===== src/hdl/sdw_pkg.sv =====
`timescale 1ns / 1ps

package sdw_pkg;

  // Segment pattern that shows the cursor on a digit.
  localparam logic [15:0] SegCursor = 16'hffff;

  // Range of character codes that the segment ROM defines.
  localparam logic [6:0] RomFirst = 7'h20;
  localparam logic [6:0] RomLast  = 7'h5f;

  // Number of digits on the display.
  localparam int unsigned NumDigits = 4;

  typedef logic [1:0]  digit_idx_t;
  typedef logic [15:0] seg_pat_t;
  typedef logic [6:0]  char_code_t;

  // Segment ROM for codes from RomFirst up to RomLast.
  localparam seg_pat_t SegRom [64] = '{
    16'h0000, 16'h2421, 16'h0480, 16'h0f3c, 16'h0fbb, 16'h5f99, 16'ha579, 16'h4000,
    16'hc000, 16'h3000, 16'hff00, 16'h0f00, 16'h1000, 16'h0300, 16'h0020, 16'h5000,
    16'h0ce1, 16'h0c00, 16'h0561, 16'h0d21, 16'h0d80, 16'h09a1, 16'h09e1, 16'h0c01,
    16'h0de1, 16'h0da1, 16'h0021, 16'h1001, 16'h5030, 16'h0330, 16'ha030, 16'h0a07,
    16'h097f, 16'h03cf, 16'h0e3f, 16'h00f3, 16'h0c3f, 16'h01f3, 16'h01c3, 16'h02fb,
    16'h03cc, 16'h0c33, 16'h0c63, 16'hc1c0, 16'h00f0, 16'h60cc, 16'ha0cc, 16'h00ff,
    16'h03c7, 16'h80ff, 16'h83c7, 16'h03bb, 16'h0c03, 16'h00fc, 16'h50c0, 16'h90cc,
    16'hf000, 16'h6800, 16'h5033, 16'h00e1, 16'ha000, 16'h001e, 16'h9000, 16'h0030
  };

endpackage


===== src/hdl/sdw_in_if.sv =====
`timescale 1ns / 1ps

// Bus write channel into the display controller.
interface sdw_in_if;
  import sdw_pkg::*;

  logic       valid;
  logic       ready;
  logic       chip_sel;
  logic       wr_en;
  logic       cursor_cmd;
  digit_idx_t position;
  char_code_t char_code;

  modport source (
    output valid, chip_sel, wr_en, cursor_cmd, position, char_code,
    input  ready
  );

  modport sink (
    input  valid, chip_sel, wr_en, cursor_cmd, position, char_code,
    output ready
  );
endinterface


===== src/hdl/sdw_out_if.sv =====
`timescale 1ns / 1ps

// Digit update channel out of the display controller.
interface sdw_out_if;
  import sdw_pkg::*;

  logic       valid;
  logic       ready;
  digit_idx_t digit_index;
  seg_pat_t   segments;
  logic       last;

  modport source (
    output valid, digit_index, segments, last,
    input  ready
  );

  modport sink (
    input  valid, digit_index, segments, last,
    output ready
  );
endinterface


===== src/hdl/segment_display_digit_writer_core.sv =====
`timescale 1ns / 1ps

// Four-digit sixteen-segment display controller.
// The in_i channel carries one bus write per transfer: enables, digit position and
// a seven-bit code. The out_o channel carries digit updates (digit index, segment
// pattern, last flag); last marks the final update of a write. A write that is not
// selected by both enables produces no update.
// Character writes and variant B cursor writes load their update into the output
// register from the evaluate state that follows the transfer, and in_i is ready
// again once the sequencer is back in idle. A variant T cursor write reads the
// four digits one per cycle from the digit memory while the output can take its
// updates, and holds one update back to learn which one is last; its final update
// is loaded from the flush state and the next write is taken back in idle. The
// digit memory has registered read data; one write is in flight at a time.
// Reset clears the digit memory through per-digit valid bits (no clearing pass),
// selects variant T and empties the output register. When the receiver stalls,
// the update waits in the output register and the sequencer holds until it can
// hand over the next one. cfg_we_i writes the variant bit (0 = B, 1 = T).
module segment_display_digit_writer_core
  import sdw_pkg::*;
(
  input  logic      clk_i,
  input  logic      rst_ni,
  input  logic      cfg_we_i,
  input  logic      cfg_wdata_i,
  sdw_in_if.sink    in_i,
  sdw_out_if.source out_o
);

  typedef enum logic [1:0] {
    ST_IDLE,
    ST_EVAL,
    ST_FLUSH
  } state_e;

  state_e     state_q, state_d;
  logic       variant_q;
  logic       cursor_q;
  logic       tcur_q;
  logic       var_q;
  digit_idx_t pos_q;
  char_code_t code_q;
  digit_idx_t cnt_q;
  logic       pend_q;
  digit_idx_t pend_idx_q;
  seg_pat_t   pend_seg_q;
  logic       out_valid_q;
  digit_idx_t out_idx_q;
  seg_pat_t   out_seg_q;
  logic       out_last_q;

  // Digit memory with registered read data and per-digit valid bits.
  seg_pat_t                 dig_mem [NumDigits];
  logic [NumDigits-1:0]     dig_vld_q;
  seg_pat_t                 rd_data_q;
  logic                     rd_vld_q;

  logic       in_take;
  logic       rd_en;
  digit_idx_t rd_addr;
  logic       mem_we;
  logic       out_free;
  logic       out_load;
  digit_idx_t out_idx_d;
  seg_pat_t   out_seg_d;
  logic       out_last_d;
  logic       pend_set;
  logic       pend_clr;
  logic       cnt_inc;
  seg_pat_t   old_seg;
  logic       code_def;
  seg_pat_t   char_seg;
  logic       char_store;
  seg_pat_t   t_seg;
  logic       t_emit;

  // Decode of the digit that was read last and of the latched code.
  always_comb begin
    old_seg    = rd_vld_q ? rd_data_q : '0;
    code_def   = (code_q >= RomFirst) && (code_q <= RomLast);
    char_seg   = code_def ? SegRom[6'(code_q - RomFirst)] : '0;
    char_store = !var_q || (old_seg != SegCursor) || !code_def;
    t_seg      = code_q[cnt_q] ? SegCursor : old_seg;
    t_emit     = (t_seg != old_seg);
    out_free   = !out_valid_q || out_o.ready;
    in_take    = in_i.valid && in_i.ready;
  end

  // Sequencer decisions.
  always_comb begin
    state_d    = state_q;
    in_i.ready = 1'b0;
    rd_en      = 1'b0;
    rd_addr    = pos_q;
    mem_we     = 1'b0;
    out_load   = 1'b0;
    out_idx_d  = pos_q;
    out_seg_d  = char_seg;
    out_last_d = 1'b1;
    pend_set   = 1'b0;
    pend_clr   = 1'b0;
    cnt_inc    = 1'b0;
    case (state_q)
      ST_IDLE: begin
        in_i.ready = 1'b1;
        if (in_i.valid && in_i.chip_sel && in_i.wr_en) begin
          rd_en   = 1'b1;
          rd_addr = (in_i.cursor_cmd && variant_q) ? '0 : in_i.position;
          state_d = ST_EVAL;
        end
      end
      ST_EVAL: begin
        if (!cursor_q) begin
          // Character write: store and show, unless a T cursor blocks it.
          if (!char_store) begin
            state_d = ST_IDLE;
          end else if (out_free) begin
            out_load = 1'b1;
            mem_we   = 1'b1;
            state_d  = ST_IDLE;
          end
        end else if (!tcur_q) begin
          // Variant B cursor: show the cursor or restore the stored digit.
          if (out_free) begin
            out_load  = 1'b1;
            out_seg_d = code_q[0] ? SegCursor : old_seg;
            state_d   = ST_IDLE;
          end
        end else if (!(t_emit && pend_q && !out_free)) begin
          // Variant T cursor: hand off the held update once a newer one exists.
          if (t_emit && pend_q) begin
            out_load   = 1'b1;
            out_idx_d  = pend_idx_q;
            out_seg_d  = pend_seg_q;
            out_last_d = 1'b0;
          end
          pend_set = t_emit;
          if (cnt_q == digit_idx_t'(NumDigits - 1)) begin
            state_d = ST_FLUSH;
          end else begin
            rd_en   = 1'b1;
            rd_addr = cnt_q + 2'd1;
            cnt_inc = 1'b1;
          end
        end
      end
      ST_FLUSH: begin
        if (!pend_q) begin
          state_d = ST_IDLE;
        end else if (out_free) begin
          out_load  = 1'b1;
          out_idx_d = pend_idx_q;
          out_seg_d = pend_seg_q;
          pend_clr  = 1'b1;
          state_d   = ST_IDLE;
        end
      end
      default: begin
        state_d = ST_IDLE;
      end
    endcase
  end

  // State, control registers and the output register.
  always_ff @(posedge clk_i or negedge rst_ni) begin
    if (!rst_ni) begin
      state_q     <= ST_IDLE;
      variant_q   <= 1'b1;
      cursor_q    <= 1'b0;
      tcur_q      <= 1'b0;
      var_q       <= 1'b1;
      cnt_q       <= '0;
      pend_q      <= 1'b0;
      out_valid_q <= 1'b0;
      out_idx_q   <= '0;
      out_seg_q   <= '0;
      out_last_q  <= 1'b0;
      dig_vld_q   <= '0;
      rd_vld_q    <= 1'b0;
    end else begin
      state_q <= state_d;
      if (cfg_we_i) begin
        variant_q <= cfg_wdata_i;
      end
      if (in_take) begin
        cursor_q <= in_i.cursor_cmd;
        tcur_q   <= in_i.cursor_cmd && variant_q;
        var_q    <= variant_q;
        cnt_q    <= '0;
        pend_q   <= 1'b0;
      end else begin
        if (cnt_inc) begin
          cnt_q <= cnt_q + 2'd1;
        end
        if (pend_set) begin
          pend_q <= 1'b1;
        end else if (pend_clr) begin
          pend_q <= 1'b0;
        end
      end
      if (out_load) begin
        out_valid_q <= 1'b1;
        out_idx_q   <= out_idx_d;
        out_seg_q   <= out_seg_d;
        out_last_q  <= out_last_d;
      end else if (out_o.ready) begin
        out_valid_q <= 1'b0;
      end
      if (mem_we) begin
        dig_vld_q[pos_q] <= 1'b1;
      end
      if (rd_en) begin
        rd_vld_q <= dig_vld_q[rd_addr];
      end
    end
  end

  // Payload registers.
  always_ff @(posedge clk_i) begin
    if (in_take) begin
      pos_q  <= in_i.position;
      code_q <= in_i.char_code;
    end
    if (pend_set) begin
      pend_idx_q <= cnt_q;
      pend_seg_q <= t_seg;
    end
  end

  // Digit memory: one write or one read per cycle.
  always_ff @(posedge clk_i) begin
    if (mem_we) begin
      dig_mem[pos_q] <= char_seg;
    end
    if (rd_en) begin
      rd_data_q <= dig_mem[rd_addr];
    end
  end

  assign out_o.valid       = out_valid_q;
  assign out_o.digit_index = out_idx_q;
  assign out_o.segments    = out_seg_q;
  assign out_o.last        = out_last_q;

  // A stored character marks its digit as written.
  a_store_sets_valid: assert property (@(posedge clk_i) disable iff (!rst_ni)
    mem_we |=> dig_vld_q[$past(pos_q)])
    else $error("digit valid bit not set after store");

  // The ROM never yields the cursor pattern, so it is never stored.
  a_no_cursor_store: assert property (@(posedge clk_i) disable iff (!rst_ni)
    mem_we |-> (char_seg != SegCursor))
    else $error("cursor pattern written into digit memory");

  // Only a variant T cursor write holds an update back.
  a_pend_tcursor: assert property (@(posedge clk_i) disable iff (!rst_ni)
    pend_q |-> tcur_q && (state_q == ST_EVAL || state_q == ST_FLUSH))
    else $error("held update outside a cursor sweep");

  // Handing off the final update of a write frees the sequencer.
  a_last_to_idle: assert property (@(posedge clk_i) disable iff (!rst_ni)
    (out_load && out_last_d) |=> (state_q == ST_IDLE))
    else $error("sequencer busy after final update");

endmodule

===== src/flat_wrapper.sv =====
// flat-port wrapper written by rule: the top's interface ports become plain ports
module segment_display_digit_writer_core_flat import sdw_pkg::*;
  (clk_i, rst_ni, cfg_we_i, cfg_wdata_i, in_i_valid, in_i_chip_sel, in_i_wr_en, in_i_cursor_cmd, in_i_position, in_i_char_code, in_i_ready, out_o_valid, out_o_digit_index, out_o_segments, out_o_last, out_o_ready);
  sdw_in_if in_i_i ();
  sdw_out_if out_o_i ();
  input  logic clk_i;
  input  logic rst_ni;
  input  logic cfg_we_i;
  input  logic cfg_wdata_i;
  input wire logic [$bits(in_i_i.valid)-1:0] in_i_valid;
  input wire logic [$bits(in_i_i.chip_sel)-1:0] in_i_chip_sel;
  input wire logic [$bits(in_i_i.wr_en)-1:0] in_i_wr_en;
  input wire logic [$bits(in_i_i.cursor_cmd)-1:0] in_i_cursor_cmd;
  input wire logic [$bits(in_i_i.position)-1:0] in_i_position;
  input wire logic [$bits(in_i_i.char_code)-1:0] in_i_char_code;
  output wire logic [$bits(in_i_i.ready)-1:0] in_i_ready;
  output wire logic [$bits(out_o_i.valid)-1:0] out_o_valid;
  output wire logic [$bits(out_o_i.digit_index)-1:0] out_o_digit_index;
  output wire logic [$bits(out_o_i.segments)-1:0] out_o_segments;
  output wire logic [$bits(out_o_i.last)-1:0] out_o_last;
  input wire logic [$bits(out_o_i.ready)-1:0] out_o_ready;
  assign in_i_i.valid = in_i_valid;
  assign in_i_i.chip_sel = in_i_chip_sel;
  assign in_i_i.wr_en = in_i_wr_en;
  assign in_i_i.cursor_cmd = in_i_cursor_cmd;
  assign in_i_i.position = in_i_position;
  assign in_i_i.char_code = in_i_char_code;
  assign in_i_ready = in_i_i.ready;
  assign out_o_valid = out_o_i.valid;
  assign out_o_digit_index = out_o_i.digit_index;
  assign out_o_segments = out_o_i.segments;
  assign out_o_last = out_o_i.last;
  assign out_o_i.ready = out_o_ready;
  segment_display_digit_writer_core u_core (.clk_i(clk_i), .rst_ni(rst_ni), .cfg_we_i(cfg_we_i), .cfg_wdata_i(cfg_wdata_i), .in_i(in_i_i), .out_o(out_o_i));
endmodule

===== config.mk =====
export PLATFORM = sky130hd
export DESIGN_NAME = segment_display_digit_writer_core_flat
export DESIGN_NICKNAME = d
export VERILOG_FILES = /design/src/hdl/sdw_pkg.sv /design/src/hdl/sdw_in_if.sv /design/src/hdl/sdw_out_if.sv /design/src/hdl/segment_display_digit_writer_core.sv /design/src/flat_wrapper.sv
export SDC_FILE = /design/constraint.sdc
export NUM_CORES = 1
export LEC_CHECK = 0
export ABC_AREA = 1
export BUFFER_PORTS_ARGS = -buffer_cell sky130_fd_sc_hd__buf_2
export CAP_MARGIN = 20
export CORE_ASPECT_RATIO = 1.5
export CORE_MARGIN = 2
export CORE_UTILIZATION = 40
export CTS_CLUSTER_SIZE = 25
export DETAILED_ROUTE_END_ITERATION = 10
export GPL_ROUTABILITY_DRIVEN = 0
export HOLD_SLACK_MARGIN = 0.03
export REMOVE_ABC_BUFFERS = 1
export SYNTH_ARGS = -nofsm -noshare
export SYNTH_HDL_FRONTEND = slang
export SYNTH_SLANG_ARGS = --single-unit
export TNS_END_PERCENT = 50

===== constraint.sdc =====
create_clock -name clk_i -period 3.7 [get_ports clk_i]
set_input_delay 0.37 -clock clk_i [delete_from_list [all_inputs] [get_ports clk_i]]
set_output_delay 0.37 -clock clk_i [all_outputs]
set_load 0.01 [all_outputs]

==> flow_summary.toml <==
[synthesis]
synthesis.area_mm2 = 0.00778
synthDistinctLibCells = 45
synth_edf_count = 107
synth-seq-cells = 141
sequential_area_share_after_synthesis_pct = 52.3
synthFlopType = "sky130_fd_sc_hd__edfxtp_1"
synth_largest_area_cell = "sky130_fd_sc_hd__edfxtp_1"
yosysTopAreaCellShare_pct = 41.3
synth-async-reset-ratio_pct = 24.1
synth.avg_cell_area_um2 = 8.57
netlist_top_cells_area = "sky130_fd_sc_hd__edfxtp_1 41%, sky130_fd_sc_hd__nand2_1 11%, sky130_fd_sc_hd__dfrtp_1 10%"
synth_cells = 907
yosysWarnings = 0

[layout]
layout.nets = 974
final_layout_size_suffix_gt1_share_pct = 12.3
ant_diodes = 0
area_delta_synth_final_pct = 12.7
fillerInstances = 1897
multi_input_comb_area_mm2 = 0.00311
area.sequential_mm2 = 0.00407

[global_route]
grt_overall_usage_pct = 22.4
wire_length_of_the_first_global_routing_pass_um = 35300
vias_in_the_first_global_route = 6518
grt_antenna_before_repair = 0
grt_start_max_net_pins = 46
overflow = 0

[cts]
numCtsBuffers = 17
clk_transition_reported_paths_ns = 0.06
cts.root.buffer_cell = "sky130_fd_sc_hd__clkbuf_16"
cts_resized = 0
clock_tree.htree_level_count = 4
tritoncts = "done"
post_cts.repair.setup_buffers = 0
max-clock-path-buffers = 2
insertion_delay_ns = 0.42
cts_hold_repair.buffers = 0
clkSinkCount = 141

[die]
die_ht_um = 175
chipWidth_um = 118
rows = 62
ios = 39
initial_core_util_pct = 40.7
floorplan.core_area_mm2 = 0.0191
die-area_mm2 = 0.0206

[setup_path]
worst_path_dominant_cell_family = "simple AND/OR/NAND/NOR gates"
crit_path_top_delay_cell = "sky130_fd_sc_hd__edfxtp_1"
path_cells = "inv_1 -> ha_1 -> inv_1 -> o21ai_0 -> nand2_1 -> inv_1 -> a21oi_1 -> nor3_2 -> nand2_1 -> nand2_1 -> nand2_1 -> nor2_1 -> nor3_1 -> nor2_1"
critical_path_arrival_ns = 3.33
category_of_the_critical_setup_timing_path = "flop to flop"
sort_of_element_at_the_end_of_the_critical_path = "flop"
timing.critical_path.required_ns = 4.05
setup.worst_path.start_class = "flop"
crit_fanout = 14
worst_path_most_repeated_cell = "sky130_fd_sc_hd__nand2_1"
max_stage_delay_ns = 0.54
worst-path-buf-inv = 3

[power]
internal_power_w = 0.00422
power.switching_w = 0.00305
fin_total_pwr_w = 0.00727
p_clk_share_pct = 23.1
p_seq_share_pct = 34.3
max-vdd-ir-drop_v = 0.000372
cellLeakagePower_nw = 3.72
power_frac_comb_pct = 42.6
cellPowerDensity_mw_per_mm2 = 830
switching_share_pct = 42.0

[timing]
fin_crit_ns = 2.98
setup_viol = 0
slew_violations = 0
hold_viol = 0
max_freq_mhz = 336
slew_headroom_pct = 40.5
totalNegativeSetupSlack_ns = 0
tightestPinTransition_ns = 0.893
final_min_period_over_clock_period_pct = 80.5
grt_setup_unrepaired = "no"
clock-skew-final_ns = 0.00971

[place]
io_buffers = 38
place.detailed.hpwl_um = 15900

[drt]
drtPass1Iterations = 7
drt.antenna.violating_nets = 0
wire_per_inst_um = 18.5
totalWireLength_um = 22400
route.detailed.drc = 0
drt-vias-per-instance = 5.48
dr_total_vias = 6635
dr.first_iter.drc_count = 641

[run]
max_cap_viol_count = 0

[status]
run_status = "complete, no violations"

[worst_hold_path]
hold_path_class = "input port to async pin"
final timing paths:
check                                     from                   endpoint  slack (ns)  cells past startpoint
max reg2reg                   u_core.code_q[0]  u_core.out_o.segments[13]        0.72                     14
max                           u_core.code_q[0]  u_core.out_o.segments[13]        0.72                     14
min                                     rst_ni   u_core.out_o.segments[5]        0.05                      1
max in group asynchronous               rst_ni              u_core.tcur_q        3.06                      1
min in group clk_i                    cfg_we_i           u_core.variant_q        0.12                      2
min reg2reg                u_core.dig_vld_q[0]        u_core.dig_vld_q[0]        0.47                      2
synthesized netlist by cell type, types with 3 or more instances:
| library cell | count |
|---|---|
| sky130_fd_sc_hd__o221ai_1 | 3 |
| sky130_fd_sc_hd__edfxtp_1 | 107 |
| sky130_fd_sc_hd__nand2_1 | 233 |
| sky130_fd_sc_hd__inv_1 | 83 |
| sky130_fd_sc_hd__buf_2 | 9 |
| sky130_fd_sc_hd__nor2_1 | 82 |
| sky130_fd_sc_hd__nor3_1 | 4 |
| sky130_fd_sc_hd__nand4_1 | 6 |
| sky130_fd_sc_hd__buf_4 | 8 |
| sky130_fd_sc_hd__o21ai_1 | 27 |
| sky130_fd_sc_hd__buf_6 | 6 |
| sky130_fd_sc_hd__clkbuf_1 | 16 |
| sky130_fd_sc_hd__a21oi_1 | 64 |
| sky130_fd_sc_hd__nand2_2 | 9 |
| sky130_fd_sc_hd__o311ai_0 | 4 |
| sky130_fd_sc_hd__nand3_1 | 55 |
| sky130_fd_sc_hd__ha_1 | 14 |
| sky130_fd_sc_hd__dfrtp_1 | 32 |
| sky130_fd_sc_hd__a31oi_1 | 3 |
| sky130_fd_sc_hd__inv_4 | 4 |
| sky130_fd_sc_hd__o21ai_0 | 68 |
| sky130_fd_sc_hd__inv_2 | 5 |
| sky130_fd_sc_hd__o22ai_1 | 5 |
| sky130_fd_sc_hd__clkinv_1 | 3 |
| sky130_fd_sc_hd__o211ai_1 | 33 |
placed cells by master, fill, tap and decap left out, types with 3 or more instances in the layout:
cell                          n
sky130_fd_sc_hd__buf_4       18
sky130_fd_sc_hd__edfxtp_1   107
sky130_fd_sc_hd__dfrtp_1     32
sky130_fd_sc_hd__o211ai_1    33
sky130_fd_sc_hd__nor2_1      82
sky130_fd_sc_hd__clkinv_2     4
sky130_fd_sc_hd__o311ai_0     4
sky130_fd_sc_hd__o21ai_1     27
sky130_fd_sc_hd__o22ai_1      5
sky130_fd_sc_hd__inv_2        5
sky130_fd_sc_hd__nand3_1     55
sky130_fd_sc_hd__o221ai_1     3
sky130_fd_sc_hd__a31oi_1      3
sky130_fd_sc_hd__inv_1       83
sky130_fd_sc_hd__o21ai_0     68
sky130_fd_sc_hd__nand2_2      9
sky130_fd_sc_hd__ha_1        14
sky130_fd_sc_hd__nand2_1    233
sky130_fd_sc_hd__bufinv_16    3
sky130_fd_sc_hd__nand4_1      6
sky130_fd_sc_hd__inv_4        4
sky130_fd_sc_hd__a21oi_1     64
sky130_fd_sc_hd__clkinv_1     5
sky130_fd_sc_hd__clkbuf_16   17
sky130_fd_sc_hd__nor3_1       4
sky130_fd_sc_hd__buf_2       38
cells by family (layout without fill, tap and decap cells):
logic type                 after synthesis  count (layout)  synth area share (%)
buffers and inverters                  135             182                  7.76
DFF                                    141             141                  52.3
AOI/OAI and AO/OA                      214             214                  15.6
and+or+nand+nor                        403             403                  22.1
adders and majority gates               14              14                  2.25
flip-flops by register name, summed over array words and instances (netlist names), 2 cells and up:
register / flops
u_core.pend_idx_q: 2
u_core.state_q: 2
u_core.rd_data_q: 16
u_core.out_o.segments: 16
u_core.pend_seg_q: 16
u_core.pos_q: 2
u_core.dig_vld_q: 4
u_core.dig_mem: 64
u_core.cnt_q: 2
u_core.code_q: 7
u_core.out_o.digit_index: 2
cell type report:
cell class | count | share of cell area, %
flip-flops and latches | 141 | 46.4
multi-input cells | 631 | 35.5
clock buffers | 19 | 4.94
inverters | 95 | 4.18
repair buffers | 56 | 3.71
well taps | 256 | 3.66
clock inverters | 12 | 1.64
stage by stage:
stage	instances	hold slack [ns]	setup WS, ns	cell area [µm²]	util, %
floorplan	867	0.0744	1.01	7540	-
detailed placement	1179	0.457	0.805	8190	42.9
finish	1210	0.0534	0.722	8760	45.9
CTS	1210	0.0717	0.788	8760	45.9
global placement	1179	0.438	0.871	8190	42.9
global route	1210	0.106	0.454	8760	45.9
power by group through the flow:
stage | Clock, W | Combinational, W | Sequential [W]
finish | 0.00168 | 0.00310 | 0.00249
global placement | 0 | 0.00303 | 0.00252
global route | 0.00177 | 0.00347 | 0.00252
CTS | 0.00172 | 0.00308 | 0.00248
detailed placement | 0 | 0.00307 | 0.00251
floorplan | 0 | 0.00199 | 0.00250
metal layers:
layer / track usage (%) / up-vias / part of all wire, %
li1: - / 3160 / -
met1: 25.7 / 3172 / 40
met2: 39.6 / 245 / 52
met3: 3.69 / 58 / 4.5
met4: 12.1 / 0 / 4.0
met5: 0 / - / 0
worst reg2reg max path: cells and delay by family (launching register included):
kind	cells	cell delay, ns
flops	1	0.54
compound gates	2	0.30
buf+inv	3	0.50
fa+ha+maj	1	0.49
simple gates	8	1.09
No activity file was read; power rests on OpenSTA's default activity.
